$ cat config.mk
export PLATFORM = sky130hd
export DESIGN_NAME = atrlp_front_flat
export DESIGN_NICKNAME = d
export VERILOG_FILES = /design/src/rtl/atrlp_pkg.sv /design/src/rtl/atrlp_bar_if.sv /design/src/rtl/atrlp_front.sv /design/src/flat_wrapper.sv
export SDC_FILE = /design/constraint.sdc
export NUM_CORES = 1
export LEC_CHECK = 0
export BUFFER_PORTS_ARGS = -buffer_cell sky130_fd_sc_hd__buf_2
export CAP_MARGIN = 20
export CORE_UTILIZATION = 40
export CTS_CLUSTER_SIZE = 14
export DETAILED_ROUTE_END_ITERATION = 6
export GPL_TIMING_DRIVEN = 0
export SLEW_MARGIN = 20
export SYNTH_ARGS = -nofsm -noshare
export SYNTH_HDL_FRONTEND = slang
export SYNTH_SLANG_ARGS = --single-unit
$ cat constraint.sdc
create_clock -name clk -period 59.7 [get_ports clk]
set_clock_uncertainty 0.1 [all_clocks]
set_input_delay 17.91 -clock clk [delete_from_list [all_inputs] [get_ports clk]]
set_output_delay 17.91 -clock clk [all_outputs]
set_load 0.005 [all_outputs]
$ cat src/rtl/atrlp_pkg.sv
// Package for the ATR level proximity counter: sizes, register indexes,
// the queue record, the back-end state type and small helper functions.
// Depends on nothing; every other file uses it by scoped names.
package atrlp_pkg;

    localparam int MAX_WINDOW   = 64;
    localparam int PRICE_BITS   = 31;
    localparam int ATR_FRAC     = 8;
    localparam int ATR_BITS     = PRICE_BITS + ATR_FRAC;
    localparam int DEV_BITS     = PRICE_BITS + 1;
    localparam int SLOT_BITS    = $clog2(MAX_WINDOW);
    localparam int HELD_BITS    = $clog2(MAX_WINDOW + 1);
    localparam int SUM_BITS     = PRICE_BITS + SLOT_BITS;
    localparam int DVD_BITS     = SUM_BITS + ATR_FRAC;
    localparam int DIV_CNT_BITS = $clog2(DVD_BITS);
    localparam int MULT_BITS    = 16;
    localparam int TOL_FRAC     = 16;
    localparam int MUL_SPLIT    = ATR_BITS / 2;
    localparam int PROD_BITS    = MULT_BITS + ATR_BITS;
    localparam int WIN_BITS     = 7;
    localparam int CFG_IDX_BITS = 8;
    localparam int CFG_DATA_BITS = 16;
    localparam int QUEUE_DEPTH  = 2;
    localparam int QPTR_BITS    = (QUEUE_DEPTH > 1) ? $clog2(QUEUE_DEPTH) : 1;
    localparam int QCNT_BITS    = $clog2(QUEUE_DEPTH + 1);

    localparam logic [CFG_IDX_BITS-1:0] CFG_TOL_MULT = CFG_IDX_BITS'(0);
    localparam logic [CFG_IDX_BITS-1:0] CFG_WIN_LEN  = CFG_IDX_BITS'(1);

    localparam logic [MULT_BITS-1:0] TOL_MULT_RESET = MULT_BITS'(256);
    localparam int WIN_LEN_DEFAULT = (14 > MAX_WINDOW) ? MAX_WINDOW : 14;
    localparam logic [HELD_BITS-1:0] WIN_LEN_RESET = HELD_BITS'(WIN_LEN_DEFAULT);

    // One bar after classification, as it waits for the back end.
    typedef struct packed {
        logic [PRICE_BITS-1:0] tr;
        logic [DEV_BITS-1:0]   dev2;
        logic [PRICE_BITS-1:0] cdev;
    } rec_t;

    typedef enum logic [2:0] {
        BK_IDLE,
        BK_READ,
        BK_UPDATE,
        BK_DIVIDE,
        BK_MUL_LO,
        BK_MUL_HI,
        BK_COMBINE,
        BK_FINISH
    } back_state_t;

    typedef struct packed {
        logic idle;
        logic finishing;
    } back_stat_t;

    function automatic logic [PRICE_BITS-1:0] absdiff(
        input logic [PRICE_BITS-1:0] a,
        input logic [PRICE_BITS-1:0] b
    );
        return (a >= b) ? (a - b) : (b - a);
    endfunction

    function automatic logic [PRICE_BITS-1:0] max2(
        input logic [PRICE_BITS-1:0] a,
        input logic [PRICE_BITS-1:0] b
    );
        return (a >= b) ? a : b;
    endfunction

endpackage

$ cat src/rtl/atrlp_bar_if.sv
// Input channel interface: one price bar per request.
// Depends on atrlp_pkg for the price width.
interface atrlp_bar_if;
    logic                             valid;
    logic                             ready;
    logic [atrlp_pkg::PRICE_BITS-1:0] bar_high;
    logic [atrlp_pkg::PRICE_BITS-1:0] bar_low;
    logic [atrlp_pkg::PRICE_BITS-1:0] bar_close;

    modport source (output valid, output bar_high, output bar_low, output bar_close,
                    input ready);
    modport sink (input valid, input bar_high, input bar_low, input bar_close,
                  output ready);
endinterface

$ cat src/rtl/atrlp_front.sv
// Front end: accepts bars, keeps the previous close and classifies each bar
// into true range and scaled deviations. Depends on atrlp_pkg, atrlp_bar_if.
module atrlp_front (
    input  logic             clk,
    input  logic             rst_n,
    atrlp_bar_if.sink        bar,
    output logic             push_valid,
    input  logic             push_ready,
    output atrlp_pkg::rec_t  push_rec
);

    logic                             seen_reg;
    logic [atrlp_pkg::PRICE_BITS-1:0] prior_reg;
    logic                             accept;
    logic [atrlp_pkg::DEV_BITS-1:0]   sum_hl;
    logic [atrlp_pkg::DEV_BITS-1:0]   close2;
    logic [atrlp_pkg::PRICE_BITS-1:0] range_hl;

    assign bar.ready = push_ready;
    assign accept    = bar.valid && bar.ready;
    // The first bar after reset only records its close.
    assign push_valid = bar.valid && seen_reg;

    always_comb
    begin
        sum_hl   = {1'b0, bar.bar_high} + {1'b0, bar.bar_low};
        close2   = {bar.bar_close, 1'b0};
        range_hl = atrlp_pkg::absdiff(bar.bar_high, bar.bar_low);
        push_rec.tr = atrlp_pkg::max2(
            atrlp_pkg::max2(range_hl, atrlp_pkg::absdiff(bar.bar_high, prior_reg)),
            atrlp_pkg::absdiff(bar.bar_low, prior_reg));
        push_rec.dev2 = (close2 >= sum_hl) ? (close2 - sum_hl) : (sum_hl - close2);
        push_rec.cdev = atrlp_pkg::absdiff(bar.bar_close, prior_reg);
    end

    always_ff @(posedge clk or negedge rst_n)
    begin
        if (!rst_n)
        begin
            seen_reg  <= 1'b0;
            prior_reg <= '0;
        end
        else if (accept)
        begin
            seen_reg  <= 1'b1;
            prior_reg <= bar.bar_close;
        end
    end

endmodule

$ cat src/flat_wrapper.sv
// flat-port wrapper written by rule: the top's interface ports become plain ports
module atrlp_front_flat 
  (clk, rst_n, push_valid, push_ready, push_rec, bar_valid, bar_bar_high, bar_bar_low, bar_bar_close, bar_ready);
  atrlp_bar_if bar_i ();
  input  logic clk;
  input  logic rst_n;
  output logic push_valid;
  input  logic push_ready;
  output atrlp_pkg::rec_t push_rec;
  input wire logic [$bits(bar_i.valid)-1:0] bar_valid;
  input wire logic [$bits(bar_i.bar_high)-1:0] bar_bar_high;
  input wire logic [$bits(bar_i.bar_low)-1:0] bar_bar_low;
  input wire logic [$bits(bar_i.bar_close)-1:0] bar_bar_close;
  output wire logic [$bits(bar_i.ready)-1:0] bar_ready;
  assign bar_i.valid = bar_valid;
  assign bar_i.bar_high = bar_bar_high;
  assign bar_i.bar_low = bar_bar_low;
  assign bar_i.bar_close = bar_bar_close;
  assign bar_ready = bar_i.ready;
  atrlp_front u_core (.clk(clk), .rst_n(rst_n), .bar(bar_i), .push_valid(push_valid), .push_ready(push_ready), .push_rec(push_rec));
endmodule
* Word level (Yosys, flattened, before mapping)
Index checks and enable logic that the tools add are counted.
Widths: inputs -> output; s select.
** Word-level totals
- Flip-flop bits (word level) :: 32
- Logic and storage cells :: 29
- Bits of input ports :: 97
** Operators by class
- Multiplexer cells :: 7
- Add/subtract/negate cells :: 11
- Reductions and logical operators :: 2
- Order comparisons :: 7
** Operators with widths (count)
- $sub 31x31->31 :: 8
- $ge 31x31->1 :: 6
- $mux 31 :: 6
- $sub 32x32->32 :: 2
- $add 31x31->32 :: 1
- $ge 32x32->1 :: 1
- $mux 32 :: 1
- $logic_and 1x1->1 :: 2

* Longest topological paths before layout
- Word-level depth :: 6
- Depth in mapped cells :: 46
- Mapped depth without buffers :: 43

* Worst setup path before layout
No wires, ideal clock.
- Path kind :: input to output
- Start :: input port bar_bar_low[11]
- End :: output port push_rec[89] (netlist bit)
- Buffers on the path :: 5
- Path slack :: 15.891 ns
- Stages on the path :: 42
- Arrival :: 25.799 ns
- Cell sequence :: inv_1 > ha_1 > clkbuf_1 > inv_1 > nor3_1 > o211ai_1 > a31o_2 > nand2_1 > buf_2 > mux2_2 > o31a_1 > o31a_1 > o41ai_1 > xnor2_1 > inv_1 > ha_1 > a21o_1 > a21o_1 > [... 6 more ...] > buf_6 > mux2i_1 > ha_1 > nand2_1 > a21boi_0 > o21a_1 > o21a_1 > o21ai_0 > nand2b_1 > a21oi_1 > o21ai_0 > a2111oi_0 > o21ai_0 > a221o_1 > buf_1 > clkbuf_1 > o211ai_1 > o21ai_0
** RTL lines
- start, declared :: line flat_wrapper.sv:12 : input wire logic [$bits(bar_i.bar_low)-1:0] bar_bar_low;
- end, declared :: line flat_wrapper.sv:9 : output atrlp_pkg::rec_t push_rec;

==> results.json <==
{
  "status": "finished clean",
  "path_max_fanout": 10,
  "crit_path_end_kind": "output port",
  "yosys-top-cells-count": "ha_1 (396), a21oi_1 (351), inv_1 (256)",
  "arrival_ps": 30210,
  "syn_area_um2": 19800,
  "grt_pass1_vias": 21303,
  "final_layout_size_suffix_gt1_share_pct": 8.75,
  "fin_crit_ps": 48220,
  "synth_area_leaders": "ha_1 (25%), a21oi_1 (8.9%), a21o_1 (7.2%), xnor2_1 (5.5%), o21ai_0 (5.0%)",
  "h-tree-depth": 2,
  "p_leak_nw": 11.0,
  "area_growth_pct": 9.96,
  "cts_tree": "yes",
  "async_flop_share_pct": 100,
  "cap_violations": 0,
  "hold_viol_final": 0,
  "timing.fmax_mhz": 20.7,
  "cts_setup_buffers": 0,
  "die_h_um": 225,
  "vias_per_cell": 5.98,
  "port_buffers": 192,
  "startpoint_type": "input port",
  "die_w_um": 225,
  "netlist.area_leader.share_pct": 25.0,
  "synth_edf_count": 0,
  "antenna_found_initial": 0,
  "hold_path.class": "register to register",
  "setup_ws_ps": 11480,
  "grt_max_degree": 33,
  "grtUsageTotal_pct": 33.0,
  "clk_latency_ps": 280,
  "final_max_slew_viol_count": 0,
  "postRouteAntennaNets": 0,
  "syn_inst": 2818,
  "numCtsBuffers": 5,
  "ys.flop_type": "dfrtp_1",
  "cts_root_buf": "clkbuf_16",
  "post-place-ws_ps": 11520,
  "critical_path.max_stage_delay_ps": 740,
  "grt_overflow": 0,
  "die-area_um2": 50500,
  "yosysWarnings": 0,
  "p_per_area_nw_per_um2": 35.6,
  "synth-seq-cells": 32,
  "placedCellCount": 3674,
  "tightest_slew_ps": 1000,
  "peakVddDrop_mv": 0.0223,
  "diodes": 0,
  "tns_ps": 0,
  "cp_slowest_cell": "o21ai_1",
  "period_share_pct": 80.8,
  "clk_pin_slew_worst_paths_ps": 50,
  "yosysTopAreaCell": "ha_1",
  "nets": 3521,
  "largest_register_ffs": 31,
  "first_iter_violations": 2073,
  "seq_area_frac_synth_pct": 4.04,
  "utilization_pct": 44.5,
  "synth.most_common_cell": "ha_1",
  "drt_pass1_iterations": 6,
  "wl_per_cell_um": 23.4,
  "required_ps": 41690,
  "clk_path_buf_depth": 2,
  "grt_pass1_wl_um": 126000,
  "coreArea_um2": 49000,
  "finalSetupViolations": 0,
  "rsz0062_at_grt": "false",
  "start_util_pct": 40.5,
  "synth_nets": 3322,
  "io_pins": 193,
  "cts_resized": 0,
  "gp_congestion": 1.07,
  "slew_headroom_pct": 32.8,
  "drc": 0,
  "cts-hold-fix-buffers": 0,
  "fp-row-count": 81,
  "clock-sinks": 32,
  "hpwl_um": 75100,
  "fin_cells": 3682,
  "synth_cell_types": 80,
  "crit_top_cell": "o21ai_0",
  "postSynthAreaPerCell_um2": 7.04,
  "vias": 22011,
  "setup.worst_path.class": "input port to output port",
  "wirelength_um": 86000
}
==> kinds of logic after synthesis <==
| kind of cell | share of synthesized area (%) |
|---|---|
| buffers and inverters | 7.84 |
| adders and majority gates | 26.1 |
| AOI/OAI and AO/OA | 34.0 |
| and+or+nand+nor | 15.3 |
| muxes | 4.94 |
| DFF | 4.04 |
| xor gates and xnor gates | 7.73 |
==> worst max-delay path, delay by kind of cell <==
family          cells  cell delay, ps
mux                 1             340
fa+ha+maj           3            1030
xor+xnor            1             390
buf+inv            10            2760
compound gates     22            6480
simple gates        9            1270
==> cell type report <==
class | count | area [um^2]
Buffer | 145 | 587
Clock buffer | 7 | 153
Clock inverter | 1 | 30.0
Fill cell | 5217 | 27100
Inverter | 258 | 968
Multi-Input combinational cell | 2383 | 17500
Sequential cell | 32 | 801
Tap cell | 664 | 831
Timing Repair Buffer | 192 | 961
==> metrics by stage <==
step	hold slack [ps]	power, mW	area (um^2)
after floorplan	326	0.482	19800
after global placement	343	0.721	21600
after detailed placement	353	0.731	21600
after CTS	369	0.767	21800
after global routing	386	0.841	21800
final	367	0.775	21800
==> metal layers <==
metal / wire, um / global-route usage (%) / share of wire [%] / vias up
met5: 0 / 0 / 0 / -
met4: 3900 / 14.6 / 4.5 / 0
met3: 4450 / 1.11 / 5.2 / 152
met2: 37700 / 52.9 / 44 / 912
met1: 40000 / 46.0 / 46 / 10454
li1: - / - / - / 10493
==> layout by cell type, fill, tap and decap left out, drive strengths merged, types with 15 or more instances in the layout <==
| master | count |
|---|---|
| o21ai | 206 |
| o21bai | 79 |
| a31oi | 33 |
| o211ai | 20 |
| mux2 | 22 |
| a221oi | 20 |
| nor3 | 49 |
| a21oi | 351 |
| mux2i | 73 |
| buf | 230 |
| a21o | 189 |
| nand4 | 49 |
| nor2b | 35 |
| nand2 | 209 |
| nand3 | 57 |
| clkbuf | 114 |
| dfrtp | 32 |
| inv | 257 |
| a221o | 15 |
| xor2 | 50 |
| xnor2 | 125 |
| nand2b | 22 |
| o21a | 29 |
| ha | 396 |
| nor2 | 152 |
| a211oi | 29 |
==> final timing paths <==
| check | start | slack, ps | depth (start not counted) | end |
|---|---|---|---|---|
| worst max-delay path | bar_bar_high[4] | 11480 | 46 | push_rec[71] |
| worst min-delay path | u_core.seen_reg | 370 | 1 | u_core.seen_reg |
| worst max register to register | u_core.prior_reg[1] | 58700 | 2 | u_core.prior_reg[1] |
| worst min register to register | u_core.seen_reg | 370 | 1 | u_core.seen_reg |
| max in group asynchronous | rst_n | 41490 | 1 | u_core.prior_reg[22] |
| min in group asynchronous | rst_n | 17560 | 1 | u_core.seen_reg |
==> report_power, final <==
| group | internal, mW | switching, mW | total (mW) | leakage (nW) |
|---|---|---|---|---|
| clock | 0.0219 | 0.00927 | 0.0312 | 0.0901 |
| sequential | 0.0243 | 0.00773 | 0.0320 | 0.392 |
| combinational | 0.276 | 0.436 | 0.712 | 10.5 |
No activity file was read; power rests on OpenSTA's default activity.
