--- config.mk ---
export PLATFORM = sky130hd
export DESIGN_NAME = atrlp_queue
export DESIGN_NICKNAME = d
export VERILOG_FILES = /design/src/rtl/atrlp_pkg.sv /design/src/rtl/atrlp_queue.sv
export SDC_FILE = /design/constraint.sdc
export NUM_CORES = 1
export LEC_CHECK = 0
export ABC_AREA = 1
export BUFFER_PORTS_ARGS = -buffer_cell sky130_fd_sc_hd__buf_2
export CORE_MARGIN = 5
export CORE_UTILIZATION = 40
export CTS_CLUSTER_DIAMETER = 40
export DETAILED_ROUTE_END_ITERATION = 10
export GPL_TIMING_DRIVEN = 0
export PLACE_DENSITY_LB_ADDON = 0.1
export SKIP_LAST_GASP = 1
export SYNTH_ARGS = -nofsm -noshare
export SYNTH_HDL_FRONTEND = slang
export SYNTH_SLANG_ARGS = --single-unit
--- constraint.sdc ---
create_clock -name clk -period 4.9 [get_ports clk]
set_input_delay 0.49 -clock clk [delete_from_list [all_inputs] [get_ports clk]]
set_output_delay 0.49 -clock clk [all_outputs]
set_load 0.01 [all_outputs]
--- src/rtl/atrlp_pkg.sv ---
// Package for the ATR level proximity counter: sizes, register indexes,
// the queue record, the back-end state type and small helper functions.
// Depends on nothing; every other file uses it by scoped names.
package atrlp_pkg;

    localparam int MAX_WINDOW   = 64;
    localparam int PRICE_BITS   = 31;
    localparam int ATR_FRAC     = 8;
    localparam int ATR_BITS     = PRICE_BITS + ATR_FRAC;
    localparam int DEV_BITS     = PRICE_BITS + 1;
    localparam int SLOT_BITS    = $clog2(MAX_WINDOW);
    localparam int HELD_BITS    = $clog2(MAX_WINDOW + 1);
    localparam int SUM_BITS     = PRICE_BITS + SLOT_BITS;
    localparam int DVD_BITS     = SUM_BITS + ATR_FRAC;
    localparam int DIV_CNT_BITS = $clog2(DVD_BITS);
    localparam int MULT_BITS    = 16;
    localparam int TOL_FRAC     = 16;
    localparam int MUL_SPLIT    = ATR_BITS / 2;
    localparam int PROD_BITS    = MULT_BITS + ATR_BITS;
    localparam int WIN_BITS     = 7;
    localparam int CFG_IDX_BITS = 8;
    localparam int CFG_DATA_BITS = 16;
    localparam int QUEUE_DEPTH  = 2;
    localparam int QPTR_BITS    = (QUEUE_DEPTH > 1) ? $clog2(QUEUE_DEPTH) : 1;
    localparam int QCNT_BITS    = $clog2(QUEUE_DEPTH + 1);

    localparam logic [CFG_IDX_BITS-1:0] CFG_TOL_MULT = CFG_IDX_BITS'(0);
    localparam logic [CFG_IDX_BITS-1:0] CFG_WIN_LEN  = CFG_IDX_BITS'(1);

    localparam logic [MULT_BITS-1:0] TOL_MULT_RESET = MULT_BITS'(256);
    localparam int WIN_LEN_DEFAULT = (14 > MAX_WINDOW) ? MAX_WINDOW : 14;
    localparam logic [HELD_BITS-1:0] WIN_LEN_RESET = HELD_BITS'(WIN_LEN_DEFAULT);

    // One bar after classification, as it waits for the back end.
    typedef struct packed {
        logic [PRICE_BITS-1:0] tr;
        logic [DEV_BITS-1:0]   dev2;
        logic [PRICE_BITS-1:0] cdev;
    } rec_t;

    typedef enum logic [2:0] {
        BK_IDLE,
        BK_READ,
        BK_UPDATE,
        BK_DIVIDE,
        BK_MUL_LO,
        BK_MUL_HI,
        BK_COMBINE,
        BK_FINISH
    } back_state_t;

    typedef struct packed {
        logic idle;
        logic finishing;
    } back_stat_t;

    function automatic logic [PRICE_BITS-1:0] absdiff(
        input logic [PRICE_BITS-1:0] a,
        input logic [PRICE_BITS-1:0] b
    );
        return (a >= b) ? (a - b) : (b - a);
    endfunction

    function automatic logic [PRICE_BITS-1:0] max2(
        input logic [PRICE_BITS-1:0] a,
        input logic [PRICE_BITS-1:0] b
    );
        return (a >= b) ? a : b;
    endfunction

endpackage

--- src/rtl/atrlp_queue.sv ---
// Short first-in first-out queue of classified bars between the front and
// back ends. Depends on atrlp_pkg for the record type and depth.
module atrlp_queue (
    input  logic             clk,
    input  logic             rst_n,
    input  logic             push_valid,
    output logic             push_ready,
    input  atrlp_pkg::rec_t  push_rec,
    output logic             pop_valid,
    input  logic             pop_ready,
    output atrlp_pkg::rec_t  pop_rec
);

    atrlp_pkg::rec_t                 slots_reg [atrlp_pkg::QUEUE_DEPTH];
    logic [atrlp_pkg::QPTR_BITS-1:0] wr_ptr_reg;
    logic [atrlp_pkg::QPTR_BITS-1:0] rd_ptr_reg;
    logic [atrlp_pkg::QCNT_BITS-1:0] count_reg;
    logic                            do_push;
    logic                            do_pop;

    localparam logic [atrlp_pkg::QPTR_BITS-1:0] LAST_PTR =
        atrlp_pkg::QPTR_BITS'(atrlp_pkg::QUEUE_DEPTH - 1);

    assign push_ready = (count_reg != atrlp_pkg::QCNT_BITS'(atrlp_pkg::QUEUE_DEPTH));
    assign pop_valid  = (count_reg != '0);
    assign pop_rec    = slots_reg[rd_ptr_reg];
    assign do_push    = push_valid && push_ready;
    assign do_pop     = pop_valid && pop_ready;

    always_ff @(posedge clk)
    begin
        if (do_push)
        begin
            slots_reg[wr_ptr_reg] <= push_rec;
        end
    end

    always_ff @(posedge clk or negedge rst_n)
    begin
        if (!rst_n)
        begin
            wr_ptr_reg <= '0;
            rd_ptr_reg <= '0;
            count_reg  <= '0;
        end
        else
        begin
            if (do_push)
            begin
                wr_ptr_reg <= (wr_ptr_reg == LAST_PTR) ? '0 : wr_ptr_reg + 1'b1;
            end
            if (do_pop)
            begin
                rd_ptr_reg <= (rd_ptr_reg == LAST_PTR) ? '0 : rd_ptr_reg + 1'b1;
            end
            if (do_push && !do_pop)
            begin
                count_reg <= count_reg + 1'b1;
            end
            else if (do_pop && !do_push)
            begin
                count_reg <= count_reg - 1'b1;
            end
        end
    end

endmodule

; Word-level counts from Yosys, hierarchy flattened
; Memories as Yosys holds them, arrays and structs flattened.
; Cells that the tools add are included.
[word_totals]
wordCells = 23
regBits = 4
out_inout_bits = 96
in_bits = 98
mem_count = 1
ramBits = 188
[mem_list]
columns = name, depth, width, rd, rd_clocked_by_memory_dff, write_ports, line
row1 = slots_reg, 2, 94, 1, 0, 1, atrlp_queue.sv:14  ; atrlp_pkg::rec_t slots_reg [atrlp_pkg::QUEUE_DEPTH];
[classes]
reduce_logical = 8
mux = 6
addsub = 4
n_eq_ne = 1
[ops]
columns = op, n
row1 = logical AND 1 bit, 4
row2 = two-way mux 1 bit, 4
row3 = two-way mux 2 bit, 2
row4 = nonzero test 2 bit, 2
row5 = "adder 1 bit, second input constant", 2
row6 = "adder 2 x 1 -> 2 bit, second input constant", 1
row7 = logical NOT 1 bit, 2
row8 = "inequality test 2 bit, second input constant", 1
row9 = "subtractor 2 x 1 -> 2 bit, second input constant", 1

; Depth between registers and ports, before layout
; Gate-level depths: netlist of the first run.
[logic_depth]
word_depth = 6
mapped_depth = 10
ltp_nobuf = 10

; Worst setup path before layout of the first run
; Ideal clock, no wire load.
[synth_timing]
kind = register to register
from = register count_reg[0] (netlist bit)
to = memory slots_reg[0][0] (netlist bit), enable pin
stages_incl_launch_ff = 5
setup_ps = 547
path_slack_ps = -236
synth_period_minus_slack_ps = 5136
arrival_ps = 4588
path_cell_list = dfrtp_1 > inv_1 > nand2_1 > nand2_1 > nor2_1
[synth_between]
elab_chain_len = 4
[synth_rtl]
columns = element, line
row1 = from (decl), atrlp_queue.sv:17  ; logic [atrlp_pkg::QCNT_BITS-1:0] count_reg;
row2 = from (signal assigned), atrlp_queue.sv:58  ; count_reg <= count_reg + 1'b1;
row3 = from (signal assigned), atrlp_queue.sv:62  ; count_reg <= count_reg - 1'b1;
row4 = inequality test 2 bit, atrlp_queue.sv:24  ; assign push_ready = (count_reg != atrlp_pkg::QCNT_BITS'(atrlp_pkg::QUEUE_DEPTH));
row5 = named net push_ready, atrlp_queue.sv:7  ; output logic push_ready,
row6 = logical AND 1 bit, atrlp_queue.sv:27  ; assign do_push = push_valid && push_ready;
row7 = two-way mux 1 bit, atrlp_queue.sv:32  ; if (do_push)
row8 = two-way mux 1 bit (not written as such), atrlp_queue.sv:34  ; slots_reg[wr_ptr_reg] <= push_rec;
row9 = to (decl), atrlp_queue.sv:14
; The timed path passes the listed nets, and every way through them passes these cells.

==> results.ini, run 1 <==
[run_status]
outcome=finished, final reports clean

[run]
maxCapViolations=0

[setup_path]
worst-path-max-fanout=10
cp_slowest_cell=dfrtp_1
crit_type=reg -> out
path_cells=buf_2, inv_2, buf_6, buf_6, nand2_1, nand2_1, buf_2
reg2reg_depth=5
cp.arrival_ns=1.64
cp-start-kind=flip-flop
critPathMaxStageDelay_ns=0.35
endpoint_kind=primary output
crit_required_ns=4.41
startpoint=rd_ptr_reg
r2r_start=count_reg[0]

[layout]
final_cells=977
drive_gt1_frac=0.328
fin_util=0.520
antenna_cells=0
n_fill_cell=1531
fin_nets=838
area_delta_synth_final_pct=27.2
fin_area_um2=8990
largest_reg_flops=188

[clock_tree]
cts.path.max_buffers=2
cts_setup_buffers=0
clock-sinks=192
cts_made_buffers=17
cts_resized=0
root_buffer=clkbuf_16
clk_pin_slew_ns=0.07
clk_latency_ns=0.42
cts.htree.levels=4
cts_tree=done

[power_and_ir_drop]
p_seq_frac=0.429
p_comb_frac=0.341
power_density_nw_per_um2=602
ir_drop_uv=245
p_clk_frac=0.229
p_leak_uw=0.00390
switching_share=0.338
internal-power_uw=3580
power_switching_uw=1830

[floorplan]
rows=48
coreArea_um2=17300
initial_core_util=0.409
pin_count=194
die_w_um=143
die_y_um=143
dieArea_um2=20400

[global_routing]
grt_max_degree=32
grt_pass1_wl_um=23800
grt_pass1_vias=4548
grt.overflow.total=0
grtUsageTotal=0.153
antenna_found_initial=1

[timing]
post-route-period-util=0.434
slew_violations=0
clock_skew_ns=0.00668
fin_hold_ws_ns=0.257
rsz0062_at_grt=no
layout_setup_ws_ns=2.77
period_minus_slack_ns=2.13
setup_viol=0
worstMarginPinSlew_ns=0.371
slew_headroom=0.752
hold_violations=0
fmax_mhz=470

[placed_design]
place_ws_ns=3.17
dp_hpwl_um=10600
place.gp.congestion=0.740
placed_cells=944
place_area_um2=8450
port-buffer-count=193

[detailed_routing]
drt-pass1-iter-count=4
vias_per_cell=4.53
vias=4425
drt-total-wl_um=15300
drt_iter0_markers=158
drcViolationCount=0
wl_per_cell_um=15.6
detail-route-antenna-nets=0

[logic_synthesis]
ys_seq_elements=192
netlist_instances=520
ys_seq_area_frac=0.813
synth_area_um2=7070
ys.warnings.count=0
yosysUniqueCellTypes=13
synth_nets=619
synth.avg_cell_area_um2=13.6

[hold_path]
min_path_cells=1
hold_path.class=in -> reg
min-delay-start=push_rec[85]

-- synthesized netlist by cell type --
cell	n	area (um2)
buf_6	7	78.8
xor2_1	1	8.76
dfrtp_1	4	100
nand2_1	292	1100
nand4_1	1	6.26
edfxtp_1	188	5650
buf_2	14	70.1
nor2_1	2	7.51
nand3_1	2	10.0
inv_1	6	22.5
ha_1	1	12.5
inv_2	1	3.75
xnor2_1	1	8.76
-- cells by family after synthesis --
| family | synth area share |
|---|---|
| buffers and inverters | 0.0248 |
| xor gates and xnor gates | 0.00248 |
| adders and majority gates | 0.00177 |
| DFF | 0.813 |
| and+or+nand+nor | 0.158 |
-- routing by layer --
layer	up-vias	wire, um	global-route usage
met2	127	7670	0.255
met4	2	210	0.0510
li1	2191	-	-
met3	16	1140	0.0630
met5	-	7	0
met1	2089	6250	0.181
-- final cells by class --
cell class,count,area (um2),area share
well taps,225,282,0.0313
inverters,7,26.3,0.00292
clock buffers,18,429,0.0477
repair buffers,200,1100,0.122
multi-input cells,300,1160,0.130
plain buffers,21,149,0.0166
clock inverters,14,100,0.0111
flip-flops and latches,192,5750,0.639
-- worst paths after layout --
| check | slack [ns] | to |
|---|---|---|
| setup / recovery | 2.77 | pop_rec[48] |
| hold / removal | 0.26 | slots_reg[1][85] |
| setup reg to reg | 3.21 | slots_reg[1][30] |
| hold reg to reg | 0.52 | count_reg[0] |
| max in group asynchronous | 4.34 | count_reg[0] |
| min in group asynchronous | 0.44 | wr_ptr_reg |
-- metrics by stage --
step | total power (uW) | TNS (ns)
2_1_floorplan | 3440 | -44.29
3_3_place_gp | 4250 | -504.39
3_5_place_dp | 4260 | 0
4_1_cts | 5520 | 0
5_1_grt | 5780 | 0
6_report | 5410 | 0
-- critical path, delay by kind of cell (launching register included) --
| family | cells | cell delay (ns) |
|---|---|---|
| buf+inv | 5 | 0.73 |
| flops | 1 | 0.35 |
| simple gates | 2 | 0.14 |
-- layout by cell type (no fill, tap or decap), drive strengths merged --
cell type / n
buf: 220
bufinv: 1
clkbuf: 18
clkinv: 12
clkinvlp: 1
dfrtp: 4
dlygate4sd3: 1
edfxtp: 188
ha: 1
inv: 7
nand2: 292
nand3: 2
nand4: 1
nor2: 2
xnor2: 1
xor2: 1
-- power by group through the flow --
stage	sequential (uW)	combinational (uW)	clock (uW)
after global routing	2350	2080	1350
after global placement	2450	1800	0
after floorplan	2400	1040	0
final	2320	1850	1240
after CTS	2330	1910	1280
after detailed placement	2360	1900	0
-- timing repair --
action / 4_1_cts / 5_1_grt
hold buffers: 1 / 0
endpoints found under the setup margin: 0 / 0
hold endpoints to repair: 4 / 0
Power figures use the tool's default switching activity.
==> run 2, diff against run 1 <==
- clock period: 4.9 -> 2.05 ns (I/O delays scaled with it)
==> results.ini, run 2 (same netlist as run 1, synthesis figures left out) <==
[layout]
fin_area_um2=10000
fin_nets=937
regArea_um2=5750
multi_input_area_um2=1190
antenna_cells=0
largest_reg_flops=188
final_cell_mix=290 x nand2_1, 207 x buf_2, 188 x edfxtp_1
drive_gt1_frac=0.304
n_fill_cell=1388
area_delta_synth_final_pct=42.0
layout_commonest_cell=nand2_1

[hold_path]
hold_path.class=in -> reg

[timing]
slew_headroom=0.511
post-route-period-util=0.915
hold_violations=0
worstMarginPinSlew_ns=0.732
setup_viol=0
tns_ns=0
slew_violations=0
period_minus_slack_ns=1.87
rsz0062_at_grt=no
layout_setup_ws_ns=0.175
clock_skew_ns=0.00931
fmax_mhz=533

[setup_path]
endpoint_kind=primary output
crit_required_ns=1.85
worst-path-max-fanout=10
cp-start-kind=flip-flop
reg2reg_setup_slack_ns=0.21
crit_type=reg -> out
cp.arrival_ns=1.67

[floorplan]
die_y_um=143
pin_count=194
initial_core_util=0.409
die_w_um=143
coreArea_um2=17300
rows=48
dieArea_um2=20400

[clock_tree]
root_buffer=clkbuf_16
cts.path.max_buffers=2
cts.htree.levels=4
cts_tree=done
clock-sinks=192
clk_pin_slew_ns=0.06
clk_latency_ns=0.43
cts_made_buffers=17

[power_and_ir_drop]
p_leak_uw=0.00435
ir_drop_uv=615
power_density_nw_per_um2=1340

[detailed_routing]
vias_per_cell=4.45
wl_per_cell_um=14.9
drt-total-wl_um=16100
drt_iter0_markers=211
drt-pass1-iter-count=4
drcViolationCount=0
vias=4790
detail-route-antenna-nets=0

[placed_design]
dp_hpwl_um=10700
place.gp.congestion=0.737
place_ws_ns=-0.0456
place_area_um2=8480
port-buffer-count=193

[global_routing]
grt_max_degree=32
grtUsageTotal=0.159
grt.overflow.total=0
antenna_found_initial=0
grt_pass1_vias=4936
grt_pass1_wl_um=24900

[run_status]
outcome=finished, final reports clean

[run]
maxCapViolations=0

## run 2: changes by cell type in the layout (fill, tap and decap cells not counted), sizes merged
cell         delta
dlygate4sd3    +94
buf             +4
clkinv          -4
inv             +3
bufinv          +1
nor2            +1
## run 2: where the power goes
group	switching [uW]	total, uW	internal (uW)
clock	1370	3160	1790
sequential	216	5570	5350
combinational	2920	4680	1760
total	4510	13400	8900
## run 2: worst max-delay path, stage by stage, from the launching register on
cell and delay [ns]:
dfrtp_1 0.35, buf_2 0.17, inv_2 0.13, buf_8 0.17, buf_6 0.16, nand2_1 0.06, nand2_1 0.07, buf_2 0.14
## run 2: final cells by class
class                   instances  area share
plain buffers                  21      0.0152
clock buffers                  18      0.0427
clock inverters                14      0.0137
inverters                       7     0.00262
multi-input cells             301       0.118
flip-flops and latches        192       0.572
well taps                     225      0.0280
repair buffers                298       0.207
## run 2: per-stage QoR
stage	hold WS (ns)	util	cells	power (uW)
floorplan	-0.0906	-	520	8170
global placement	0.0130	0.483	938	10000
detailed placement	0.0190	0.490	944	10200
CTS	0.0111	0.579	1072	13600
global route	0.0446	0.581	1076	14300
finish	0.0323	0.581	1076	13400
## run 2: routing by layer
metal	global-route usage	wire [um]	share of wire
met5	0	0	0
met4	0.0615	256	0.016
met3	0.0469	1170	0.073
met2	0.265	7940	0.49
met1	0.197	6710	0.42
## run 2: path summary, 6_finish.rpt
path	cells after the start	end	start
setup / recovery	7	pop_rec[29]	rd_ptr_reg
hold / removal	3	rd_ptr_reg	pop_ready
setup reg to reg	6	slots_reg[0][58]	count_reg[0]
hold reg to reg	1	count_reg[0]	count_reg[0]
max in group asynchronous	2	count_reg[0]	rst_n
min in group asynchronous	2	rd_ptr_reg	rst_n
## run 2: timing repair
action,4_1_cts,5_1_grt
setup buffers,0,4
gates cloned,1,0
endpoints found under the setup margin,16,26
gates resized for setup,0,1
hold buffers,95,0
pin swaps,1,1
hold endpoints to repair,192,0
