$ cat src/rtl/atrlp_pkg.sv
// Package for the ATR level proximity counter: sizes, register indexes,
// the queue record, the back-end state type and small helper functions.
// Depends on nothing; every other file uses it by scoped names.
package atrlp_pkg;

    localparam int MAX_WINDOW   = 64;
    localparam int PRICE_BITS   = 31;
    localparam int ATR_FRAC     = 8;
    localparam int ATR_BITS     = PRICE_BITS + ATR_FRAC;
    localparam int DEV_BITS     = PRICE_BITS + 1;
    localparam int SLOT_BITS    = $clog2(MAX_WINDOW);
    localparam int HELD_BITS    = $clog2(MAX_WINDOW + 1);
    localparam int SUM_BITS     = PRICE_BITS + SLOT_BITS;
    localparam int DVD_BITS     = SUM_BITS + ATR_FRAC;
    localparam int DIV_CNT_BITS = $clog2(DVD_BITS);
    localparam int MULT_BITS    = 16;
    localparam int TOL_FRAC     = 16;
    localparam int MUL_SPLIT    = ATR_BITS / 2;
    localparam int PROD_BITS    = MULT_BITS + ATR_BITS;
    localparam int WIN_BITS     = 7;
    localparam int CFG_IDX_BITS = 8;
    localparam int CFG_DATA_BITS = 16;
    localparam int QUEUE_DEPTH  = 2;
    localparam int QPTR_BITS    = (QUEUE_DEPTH > 1) ? $clog2(QUEUE_DEPTH) : 1;
    localparam int QCNT_BITS    = $clog2(QUEUE_DEPTH + 1);

    localparam logic [CFG_IDX_BITS-1:0] CFG_TOL_MULT = CFG_IDX_BITS'(0);
    localparam logic [CFG_IDX_BITS-1:0] CFG_WIN_LEN  = CFG_IDX_BITS'(1);

    localparam logic [MULT_BITS-1:0] TOL_MULT_RESET = MULT_BITS'(256);
    localparam int WIN_LEN_DEFAULT = (14 > MAX_WINDOW) ? MAX_WINDOW : 14;
    localparam logic [HELD_BITS-1:0] WIN_LEN_RESET = HELD_BITS'(WIN_LEN_DEFAULT);

    // One bar after classification, as it waits for the back end.
    typedef struct packed {
        logic [PRICE_BITS-1:0] tr;
        logic [DEV_BITS-1:0]   dev2;
        logic [PRICE_BITS-1:0] cdev;
    } rec_t;

    typedef enum logic [2:0] {
        BK_IDLE,
        BK_READ,
        BK_UPDATE,
        BK_DIVIDE,
        BK_MUL_LO,
        BK_MUL_HI,
        BK_COMBINE,
        BK_FINISH
    } back_state_t;

    typedef struct packed {
        logic idle;
        logic finishing;
    } back_stat_t;

    function automatic logic [PRICE_BITS-1:0] absdiff(
        input logic [PRICE_BITS-1:0] a,
        input logic [PRICE_BITS-1:0] b
    );
        return (a >= b) ? (a - b) : (b - a);
    endfunction

    function automatic logic [PRICE_BITS-1:0] max2(
        input logic [PRICE_BITS-1:0] a,
        input logic [PRICE_BITS-1:0] b
    );
        return (a >= b) ? a : b;
    endfunction

endpackage

$ cat src/rtl/atrlp_result_if.sv
// Result channel interface: proximity count and ATR per request.
// Depends on atrlp_pkg for the ATR width.
interface atrlp_result_if;
    logic                           valid;
    logic                           ready;
    logic [1:0]                     near_count;
    logic [atrlp_pkg::ATR_BITS-1:0] atr_value;

    modport source (output valid, output near_count, output atr_value, input ready);
    modport sink (input valid, input near_count, input atr_value, output ready);
endinterface

$ cat src/rtl/atrlp_cfg_if.sv
// Configuration write channel interface: register index and write data.
// Depends on atrlp_pkg for the field widths.
interface atrlp_cfg_if;
    logic                                valid;
    logic                                ready;
    logic [atrlp_pkg::CFG_IDX_BITS-1:0]  index;
    logic [atrlp_pkg::CFG_DATA_BITS-1:0] data;

    modport source (output valid, output index, output data, input ready);
    modport sink (input valid, input index, input data, output ready);
endinterface

$ cat src/rtl/atrlp_back.sv
// Back end: sliding window of true ranges, bit-serial ATR divider, tolerance
// multiply, level compares and the result register. Also holds the
// configuration registers. Depends on atrlp_pkg, atrlp_cfg_if, atrlp_result_if.
module atrlp_back (
    input  logic                   clk,
    input  logic                   rst_n,
    atrlp_cfg_if.sink              cfg,
    input  logic                   rec_valid,
    output logic                   rec_ready,
    input  atrlp_pkg::rec_t        rec_in,
    atrlp_result_if.source         result,
    output atrlp_pkg::back_stat_t  stat
);

    localparam int PB = atrlp_pkg::PRICE_BITS;
    localparam int HB = atrlp_pkg::HELD_BITS;
    localparam int SB = atrlp_pkg::SLOT_BITS;
    localparam int UB = atrlp_pkg::SUM_BITS;
    localparam int DB = atrlp_pkg::DVD_BITS;
    localparam int AB = atrlp_pkg::ATR_BITS;
    localparam int MB = atrlp_pkg::MULT_BITS;
    localparam int XB = atrlp_pkg::PROD_BITS;
    localparam int LO = atrlp_pkg::MUL_SPLIT;
    localparam int CB = atrlp_pkg::DIV_CNT_BITS;
    localparam logic [CB-1:0] DIV_LAST = CB'(DB - 1);

    atrlp_pkg::back_state_t state_reg;
    atrlp_pkg::back_state_t state_next;

    logic [MB-1:0]  mult_reg;
    logic [HB-1:0]  win_len_reg;
    logic [HB-1:0]  held_reg;
    logic [HB-1:0]  held_next;
    logic [SB-1:0]  slot_reg;
    logic [SB-1:0]  slot_norm;
    logic [SB-1:0]  slot_next;
    logic [HB-1:0]  slot_inc;
    logic [UB-1:0]  sum_reg;
    logic [UB-1:0]  sum_next;
    logic           window_full;

    logic [PB-1:0]  range_window [atrlp_pkg::MAX_WINDOW];
    logic [PB-1:0]  old_reg;

    atrlp_pkg::rec_t rec_reg;
    logic [DB-1:0]  dvd_reg;
    logic [HB-1:0]  rem_reg;
    logic [CB-1:0]  div_cnt_reg;
    logic [HB:0]    trial;
    logic           trial_ge;
    logic [AB-1:0]  atr;

    logic [MB+LO-1:0]      plo_reg;
    logic [MB+AB-LO-1:0]   phi_reg;
    logic [XB-1:0]         prod_reg;
    logic [XB+1:0]         prod2;
    logic [XB+1:0]         prod3;
    logic [XB+1:0]         dev_ext;
    logic [XB+1:0]         cdev_ext;
    logic                  hit_typ;
    logic                  hit_prev;
    logic                  hit_mid;

    logic [1:0]     near_reg;
    logic [AB-1:0]  atr_out_reg;
    logic           out_valid_reg;

    logic           out_free;
    logic           mem_re;
    logic           mem_we;
    logic           div_load;
    logic           div_step;
    logic           out_load;
    logic [atrlp_pkg::WIN_BITS-1:0] win_raw;
    logic [HB-1:0]  win_sat;

    assign out_free = !out_valid_reg || result.ready;
    assign cfg.ready = 1'b1;

    // Next state.
    always_comb
    begin
        state_next = state_reg;
        case (state_reg)
            atrlp_pkg::BK_IDLE:    if (rec_valid) state_next = atrlp_pkg::BK_READ;
            atrlp_pkg::BK_READ:    state_next = atrlp_pkg::BK_UPDATE;
            atrlp_pkg::BK_UPDATE:  state_next = atrlp_pkg::BK_DIVIDE;
            atrlp_pkg::BK_DIVIDE:  if (div_cnt_reg == DIV_LAST)
                                       state_next = atrlp_pkg::BK_MUL_LO;
            atrlp_pkg::BK_MUL_LO:  state_next = atrlp_pkg::BK_MUL_HI;
            atrlp_pkg::BK_MUL_HI:  state_next = atrlp_pkg::BK_COMBINE;
            atrlp_pkg::BK_COMBINE: state_next = atrlp_pkg::BK_FINISH;
            atrlp_pkg::BK_FINISH:  if (out_free) state_next = atrlp_pkg::BK_IDLE;
            default:               state_next = atrlp_pkg::BK_IDLE;
        endcase
    end

    // Control outputs of the sequencer.
    always_comb
    begin
        rec_ready = 1'b0;
        mem_re    = 1'b0;
        mem_we    = 1'b0;
        div_load  = 1'b0;
        div_step  = 1'b0;
        out_load  = 1'b0;
        case (state_reg)
            atrlp_pkg::BK_IDLE:   rec_ready = 1'b1;
            atrlp_pkg::BK_READ:   mem_re = 1'b1;
            atrlp_pkg::BK_UPDATE:
            begin
                mem_we   = 1'b1;
                div_load = 1'b1;
            end
            atrlp_pkg::BK_DIVIDE: div_step = 1'b1;
            atrlp_pkg::BK_FINISH: out_load = out_free;
            default:
            begin
                rec_ready = 1'b0;
            end
        endcase
    end

    assign stat.idle      = (state_reg == atrlp_pkg::BK_IDLE);
    assign stat.finishing = (state_reg == atrlp_pkg::BK_FINISH);

    // Window bookkeeping.
    always_comb
    begin
        slot_norm   = (HB'(slot_reg) >= win_len_reg) ? '0 : slot_reg;
        slot_inc    = HB'(slot_reg) + 1'b1;
        slot_next   = (slot_inc >= win_len_reg) ? '0 : SB'(slot_inc);
        window_full = (held_reg >= win_len_reg);
        held_next   = window_full ? held_reg : held_reg + 1'b1;
        if (window_full)
        begin
            sum_next = sum_reg - UB'(old_reg) + UB'(rec_reg.tr);
        end
        else
        begin
            sum_next = sum_reg + UB'(rec_reg.tr);
        end
    end

    // Restoring division, one quotient bit per cycle.
    assign trial    = {rem_reg, dvd_reg[DB-1]};
    assign trial_ge = (trial >= {1'b0, held_reg});
    assign atr      = dvd_reg[AB-1:0];

    // Tolerance compares, all exact: tol_k = floor(k * mult * atr / 2^16).
    always_comb
    begin
        prod2    = {1'b0, prod_reg, 1'b0};
        prod3    = {2'b00, prod_reg} + prod2;
        dev_ext  = (XB + 2)'(rec_reg.dev2);
        cdev_ext = (XB + 2)'(rec_reg.cdev);
        hit_typ  = (dev_ext  <= (prod3 >> atrlp_pkg::TOL_FRAC));
        hit_prev = (cdev_ext <= ({2'b00, prod_reg} >> atrlp_pkg::TOL_FRAC));
        hit_mid  = (dev_ext  <= (prod2 >> atrlp_pkg::TOL_FRAC));
    end

    // Window length write: zero reads as one, large values saturate.
    always_comb
    begin
        win_raw = cfg.data[atrlp_pkg::WIN_BITS-1:0];
        if (win_raw == '0)
        begin
            win_sat = HB'(1);
        end
        else if (int'(win_raw) > atrlp_pkg::MAX_WINDOW)
        begin
            win_sat = HB'(atrlp_pkg::MAX_WINDOW);
        end
        else
        begin
            win_sat = HB'(win_raw);
        end
    end

    always_ff @(posedge clk)
    begin
        if (mem_we)
        begin
            range_window[slot_reg] <= rec_reg.tr;
        end
        if (mem_re)
        begin
            old_reg <= range_window[slot_norm];
        end
    end

    always_ff @(posedge clk or negedge rst_n)
    begin
        if (!rst_n)
        begin
            state_reg     <= atrlp_pkg::BK_IDLE;
            mult_reg      <= atrlp_pkg::TOL_MULT_RESET;
            win_len_reg   <= atrlp_pkg::WIN_LEN_RESET;
            held_reg      <= '0;
            slot_reg      <= '0;
            sum_reg       <= '0;
            out_valid_reg <= 1'b0;
        end
        else
        begin
            state_reg <= state_next;
            if (mem_re)
            begin
                slot_reg <= slot_norm;
            end
            if (mem_we)
            begin
                slot_reg <= slot_next;
                held_reg <= held_next;
                sum_reg  <= sum_next;
            end
            if (out_load)
            begin
                out_valid_reg <= 1'b1;
            end
            else if (result.ready)
            begin
                out_valid_reg <= 1'b0;
            end
            // Writes only while idle, unenforced; a length write empties the window.
            if (cfg.valid && cfg.ready)
            begin
                if (cfg.index == atrlp_pkg::CFG_TOL_MULT)
                begin
                    mult_reg <= cfg.data[MB-1:0];
                end
                else if (cfg.index == atrlp_pkg::CFG_WIN_LEN)
                begin
                    win_len_reg <= win_sat;
                    held_reg    <= '0;
                    slot_reg    <= '0;
                    sum_reg     <= '0;
                end
            end
        end
    end

    always_ff @(posedge clk)
    begin
        if (rec_ready && rec_valid)
        begin
            rec_reg <= rec_in;
        end
        if (div_load)
        begin
            dvd_reg     <= {sum_next, atrlp_pkg::ATR_FRAC'(0)};
            rem_reg     <= '0;
            div_cnt_reg <= '0;
        end
        else if (div_step)
        begin
            dvd_reg     <= {dvd_reg[DB-2:0], trial_ge};
            rem_reg     <= trial_ge ? HB'(trial - {1'b0, held_reg}) : HB'(trial);
            div_cnt_reg <= div_cnt_reg + 1'b1;
        end
        if (state_reg == atrlp_pkg::BK_MUL_LO)
        begin
            plo_reg <= (MB + LO)'(mult_reg) * (MB + LO)'(atr[LO-1:0]);
        end
        if (state_reg == atrlp_pkg::BK_MUL_HI)
        begin
            phi_reg <= (MB + AB - LO)'(mult_reg) * (MB + AB - LO)'(atr[AB-1:LO]);
        end
        if (state_reg == atrlp_pkg::BK_COMBINE)
        begin
            prod_reg <= XB'(plo_reg) + (XB'(phi_reg) << LO);
        end
        if (out_load)
        begin
            near_reg    <= 2'(hit_typ) + 2'(hit_prev) + 2'(hit_mid);
            atr_out_reg <= atr;
        end
    end

    assign result.valid      = out_valid_reg;
    assign result.near_count = near_reg;
    assign result.atr_value  = atr_out_reg;

endmodule
$ cat src/flat_wrapper.sv
// flat-port wrapper written by rule: the top's interface ports become plain ports
module atrlp_back_flat 
  (clk, rst_n, rec_valid, rec_ready, rec_in, stat, cfg_valid, cfg_index, cfg_data, cfg_ready, result_valid, result_near_count, result_atr_value, result_ready);
  atrlp_cfg_if cfg_i ();
  atrlp_result_if result_i ();
  input  logic clk;
  input  logic rst_n;
  input  logic rec_valid;
  output logic rec_ready;
  input  atrlp_pkg::rec_t rec_in;
  output atrlp_pkg::back_stat_t stat;
  input wire logic [$bits(cfg_i.valid)-1:0] cfg_valid;
  input wire logic [$bits(cfg_i.index)-1:0] cfg_index;
  input wire logic [$bits(cfg_i.data)-1:0] cfg_data;
  output wire logic [$bits(cfg_i.ready)-1:0] cfg_ready;
  output wire logic [$bits(result_i.valid)-1:0] result_valid;
  output wire logic [$bits(result_i.near_count)-1:0] result_near_count;
  output wire logic [$bits(result_i.atr_value)-1:0] result_atr_value;
  input wire logic [$bits(result_i.ready)-1:0] result_ready;
  assign cfg_i.valid = cfg_valid;
  assign cfg_i.index = cfg_index;
  assign cfg_i.data = cfg_data;
  assign cfg_ready = cfg_i.ready;
  assign result_valid = result_i.valid;
  assign result_near_count = result_i.near_count;
  assign result_atr_value = result_i.atr_value;
  assign result_i.ready = result_ready;
  atrlp_back u_core (.clk(clk), .rst_n(rst_n), .cfg(cfg_i), .rec_valid(rec_valid), .rec_ready(rec_ready), .rec_in(rec_in), .result(result_i), .stat(stat));
endmodule
$ cat config.mk
export PLATFORM = sky130hd
export DESIGN_NAME = atrlp_back_flat
export DESIGN_NICKNAME = d
export VERILOG_FILES = /design/src/rtl/atrlp_pkg.sv /design/src/rtl/atrlp_result_if.sv /design/src/rtl/atrlp_cfg_if.sv /design/src/rtl/atrlp_back.sv /design/src/flat_wrapper.sv
export SDC_FILE = /design/constraint.sdc
export NUM_CORES = 2
export LEC_CHECK = 0
export BUFFER_PORTS_ARGS = -buffer_cell sky130_fd_sc_hd__buf_2
export CORE_MARGIN = 10
export CORE_UTILIZATION = 30
export CTS_CLUSTER_SIZE = 25
export DETAILED_ROUTE_END_ITERATION = 16
export PLACE_DENSITY_LB_ADDON = 0.12
export REMOVE_ABC_BUFFERS = 1
export SETUP_SLACK_MARGIN = 0.1
export SYNTH_ARGS = -nofsm -noshare
export SYNTH_HDL_FRONTEND = slang
export SYNTH_SLANG_ARGS = --single-unit
export TNS_END_PERCENT = 100
$ cat constraint.sdc
create_clock -name clk -period 6.7 [get_ports clk]
set_input_delay 2.01 -clock clk [delete_from_list [all_inputs] [get_ports clk]]
set_output_delay 2.01 -clock clk [all_outputs]
set_load 0.03 [all_outputs]
### Yosys cells after proc, flatten, opt, wreduce, memory -nomap -nowiden

Memories as Yosys holds them, arrays and structs flattened. A register that Yosys moved wholly into a read port is not among the register bits.
Cells that the tools add are included.

| operators by class | value |
|---|---|
| add/sub/neg operators | 11 |
| multipliers | 2 |
| magnitude comparators | 8 |
| equality and inequality tests | 12 |
| muxes and demuxes | 35 |
| bitwise logic cells | 1 |
| reductions and logical operators | 11 |

Operators with widths:

| cell | count |
|---|---|
| $mux W37 | 5 |
| $mux W45 | 2 |
| $add A37 B31 Y37 | 2 |
| $add A55 B56 Y57 | 1 |
| $mux W7 | 8 |
| $add A35 B55 Y55 | 1 |
| $mux W6 | 7 |
| $le A32 B41 Y1 | 1 |
| $le A32 B40 Y1 | 1 |
| $le A31 B39 Y1 | 1 |
| $sub A37 B31 Y37 | 1 |
| $mul A16 B20 Y36 | 1 |
| $mul A16 B19 Y35 | 1 |
| $pmux W3 S8 | 1 |
| $ge A7 B7 Y1 | 2 |
| $eq A3 B3 Y1 const B | 4 |
| $mux W1 | 9 |
| $mux W3 | 3 |
| $eq A8 B1 Y1 const B | 1 |
| $ge A8 B7 Y1 | 1 |
| $logic_not A8 Y1 | 1 |
| $add A6 B1 Y7 const B | 1 |
| $add A7 B1 Y7 const B | 1 |
| $ge A6 B7 Y1 | 1 |
| 19 further kinds | 23 |

| word-level totals | value |
|---|---|
| flip-flop bits (word level) | 396 |
| bits in writable memories | 1984 |
| input bits | 123 |
| output and inout port bits | 46 |
| memories kept | 1 |

Memory list:

| name | depth | width | rd ports | clocked after memory_dff | wr ports | line | RTL |
|---|---|---|---|---|---|---|---|
| u_core.range_window | 64 | 31 | 1 | 1 | 1 | atrlp_back.sv:42 | `logic [PB-1:0] range_window [atrlp_pkg::MAX_WINDOW];` |

### Depth between registers and ports, before layout

| depth | value |
|---|---|
| word-level depth | 7 |
| gate-level depth with buffers | 26 |
| gate-level depth less buffers | 25 |

### Least setup slack after synthesis

No wires, ideal clock.

| timing | value |
|---|---|
| path kind | reg2reg |
| from | register u_core.mult_reg[8] |
| to | register u_core.plo_reg[33] (data pin) |
| library setup time | 258 ps |
| arrival time | 6217 ps |
| data required time | 6442 ps |
| slack | 226 ps |
| stages on the path, launching flop included | 26 |
| path buffers | 1 |
| clock period less this slack | 6474 ps |
| cell sequence | dfstp_2 clkbuf_1 nand2_1 fa_1 inv_1 fa_1 inv_1 fa_1 inv_1 fa_1 fa_1 inv_1 fa_1 inv_1 ha_1 a21o_1 a21oi_1 o21bai_1 a32o_1 a311o_1 a31o_2 a21oi_1 o21a_1 o41ai_1 a21oi_1 xnor2_1 |

| on the way | value |
|---|---|
| word-level cells in the longest chain between the ends | 1 |

Ends and longest elaborated chain:

| element | line | RTL |
|---|---|---|
| start, declared | atrlp_back.sv:30 | `logic [MB-1:0] mult_reg;` |
| start signal, assigned | atrlp_back.sv:197 | `mult_reg <= atrlp_pkg::TOL_MULT_RESET;` |
| start signal, assigned | atrlp_back.sv:230 | `mult_reg <= cfg.data[MB-1:0];` |
| $mul A16 B19 Y35 | atrlp_back.sv:263 | `plo_reg <= (MB + LO)'(mult_reg) * (MB + LO)'(atr[LO-1:0]);` |
| end signal, assigned | atrlp_back.sv:263 |  |
| end, declared | atrlp_back.sv:53 | `logic [MB+LO-1:0] plo_reg;` |

No other way between the ends.
A chain may end at the register's enable or synchronous reset.

### Final worst setup path

Ends and elaborated chain as after synthesis.

==> impl_metrics.csv <==
group,metric,value,unit
clock_network,clock_sinks,2411,
final_layout,largest_reg_flops,1984,
min_path,hold_class,"reg2reg",
clock_network,path_clk_slew,0.05,ns
route,ant_nets,0,
clock_network,cts_hold_buf,0,
timing,fmax,0.155,GHz
setup_path,max_stage_delay,0.57,ns
global_routing,grt_use_total,0.190,
timing,slew-limit-headroom,0.105,
run_status,status,"complete, no violations",
setup_path,crit_family,"adder cells",
timing,timing.setup.tns,0,ns
final_layout,area_delta_synth_final,16.0,%
route,wl_met2,209000,um
floorplan,rows,236,
timing,fin_worst_skew,0.0843,ns
synthesis,synth-edff-count,2313,
clock_network,cts_root_buf,"clkbuf_16",
timing,rsz0062_at_grt,"true",
setup_path,cpMaxStageDelayCell,"fa_1",
route,wl,436000,um
setup_path,crit_buf_inv,6,
synthesis,yosys_warnings,0,
place,hpwl,289000,um
floorplan,ioPinCount,169,
route,drt-met1-wl,189000,um
place,gp_congestion,0.839,
setup_path,cpMostUsedCell,"fa_1",
clock_network,cts_tree,"yes",
clock_network,cts_made_buffers,296,
clock_network,ctsLongestPathBuffers,4,
route,top_layer_used,"met5",
floorplan,die-area,0.442,sq mm
power,leakage,54.5,nW
floorplan,core,0.414,sq mm
route,vias_per_cell,5.06,
floorplan,die_height,665,um
synthesis,ys_ff_latch,2411,
synthesis,syn-instance-count,10400,
route,wl_met3,19800,um
setup_path,worstRegToRegCells,25,
route,post_drt_wl_per_cell,26.5,um
floorplan,start_util,0.302,
timing,min_period,6.44,ns
timing,setup_viol,0,
setup_path,crit_cells,25,
place,io_buffers,167,
setup_path,cp-start-kind,"register",
route,dr_total_vias,83300,
timing,final_max_slew_viol_count,0,
synthesis,ys_types,89,
setup_path,worstPathArrival,7.05,ns
min_path,hold_path_depth,0,
final_layout,fin_nets,11900,
timing,tightest_slew,1.34,ns
clock_network,h-tree-depth,5,
power,power.density,370,mW/mm^2
power,total_power,53.5,mW
clock_network,clock_latency,0.95,ns
synthesis,async_flop_share,0.0319,
global_routing,grt_pass1_wl,621000,um
global_routing,grt_pass1_vias,84500,
power,irDropWorstVdd,0.264,mV
timing,fin_crit_sh,0.961,
timing,hold_viol,0,
synthesis,synthesis.area,0.125,sq mm
setup_path,required,7.31,ns
route,dr.pass1.iters,5,
setup_path,critical_path.max_fanout,4,
global_routing,grt_antenna_before_repair,35,
floorplan,die_w,665,um
final_layout,drive_above_1_share,0.117,
synthesis,ys.flop_type,"edfxtp_1",
setup_path,criticalPathCategory,"reg2reg",
route,drc,0,
route,drtIter0Drc,6350,
setup_path,endpoint_kind,"register",
run,drv_cap,0,
synthesis,post_synth.cell_area_avg,12.0,sq um
synthesis,yosysSeqAreaShare,0.575,
global_routing,grt_max_degree,131,
global_routing,grt_overflow,0,
-- timing repair --
item	4_1_cts	5_1_grt
setup buffers	2	21
endpoints found under the setup margin	4	17
resized for setup	6	97
pin swaps	0	45
cloned	0	1
-- logic make-up after synthesis --
kind of cell,count (synthesis),share of synthesized area
xor+xnor,205,0.0144
simple gates,3181,0.113
fa+ha+maj,1012,0.133
compound gates,1871,0.0960
other cells,1,0.0000300
mux,333,0.0277
flops,2411,0.575
buf+inv,1359,0.0413
-- per-stage QoR --
step                      hold WS [ns]  cell area (sq um)  instances  worst slack [ns]   util
after global placement           0.406             135000      15900            -0.136  0.326
after global routing             0.411             145000      16400            0.0403  0.350
after detailed placement         0.405             135000      15900           -0.0245  0.326
after CTS                        0.394             144000      16400             0.109  0.348
final                            0.397             145000      16400             0.259  0.350
after floorplan                  0.400             123000       9782            -39.68      -
-- cells in the mapped netlist (all sizes together) (29+ instances only) --
cell type  count  area, sq um
a2111oi       33          314
o22ai         65          407
o211ai        86          646
a32oi         31          272
nor2         760         2850
nand2b        40          250
o21bai        32          240
o311ai        32          280
and3         144          901
ha           491         6140
mux2          46          518
edfxtp      2313        69500
nand4         84          526
clkbuf       521         1960
a21o         107          803
buf           70          310
nand3        226         1130
a31oi        174         1090
and2         295         1850
o221ai        93          815
a311oi        39          342
mux2i        282         2820
a21oi        530         2650
inv          767         2880
or3           48          300
nor3          60          300
o2111ai       39          342
a211oi        93          716
nand2       1442         5410
a22oi         39          293
nor2b         43          269
dfrtp         73         1830
xor2          54          473
o21a          29          218
fa           521        10400
xnor2        151         1320
o21ai        366         1840
-- cell type report --
cell class | instances | area, sq um
fillers | 40700 | 269000
diodes | 7 | 17.5
inverters | 768 | 2890
clock buffers | 365 | 7920
flip-flops and latches | 2411 | 71800
multi-input cells | 6603 | 48900
repair buffers | 651 | 5040
well taps | 5474 | 6850
clock inverters | 166 | 1380
-- layer usage --
metal  global-route usage  vias to the layer above
met4               0.0661                       12
met3               0.0204                      611
met2                0.323                     2153
met1                0.252                    42700
li1                     -                    37800
met5                    0                        -
-- worst paths after layout --
| check | from | to | slack, ns |
|---|---|---|---|
| min | u_core.plo_reg[13]$_DFFE_PP_ | u_core.prod_reg[13]$_DFFE_PP_ | 0.40 |
| max in group asynchronous | rst_n | u_core.slot_reg[1]$_DFF_PN0_ | 4.21 |
| max | u_core.mult_reg[8]$_DFFE_PN1P_ | u_core.plo_reg[33]$_DFFE_PP_ | 0.26 |
| max reg2reg | u_core.mult_reg[8]$_DFFE_PN1P_ | u_core.plo_reg[33]$_DFFE_PP_ | 0.26 |
| min reg2reg | u_core.plo_reg[13]$_DFFE_PP_ | u_core.prod_reg[13]$_DFFE_PP_ | 0.40 |
| min in group asynchronous | rst_n | u_core.mult_reg[15]$_DFFE_PN0P_ | 1.04 |
-- where the power goes --
part	leakage, nW	internal (mW)	switching [mW]	total [mW]
Combinational	28.0	6.34	13.6	20.0
Clock	4.57	9.09	6.56	15.6
Sequential	22.0	17.2	0.687	17.9
Total	54.5	32.7	20.9	53.5
-- cell usage in the layout (no fill, tap or decap), types with 65 or more instances in the layout --
cell | Yosys | layout
edfxtp_1 | 2313 | 2313
nand2_1 | 1442 | 1437
inv_1 | 765 | 754
nor2_1 | 760 | 684
a21oi_1 | 530 | 522
fa_1 | 521 | 518
ha_1 | 491 | 486
buf_4 | 2 | 427
clkbuf_16 | 0 | 306
and2_1 | 295 | 286
mux2i_1 | 282 | 282
o21ai_0 | 240 | 239
nand3_1 | 226 | 220
a31oi_1 | 174 | 171
buf_2 | 32 | 166
xnor2_1 | 151 | 151
and3_1 | 144 | 141
o21ai_1 | 125 | 123
a21o_1 | 107 | 107
o221ai_1 | 93 | 93
a211oi_1 | 91 | 88
o211ai_1 | 86 | 86
nand4_1 | 84 | 84
nor2_4 | 0 | 67
o22ai_1 | 65 | 65
clkinv_1 | 0 | 65
Note: power is estimated with default switching activity, not from simulation.
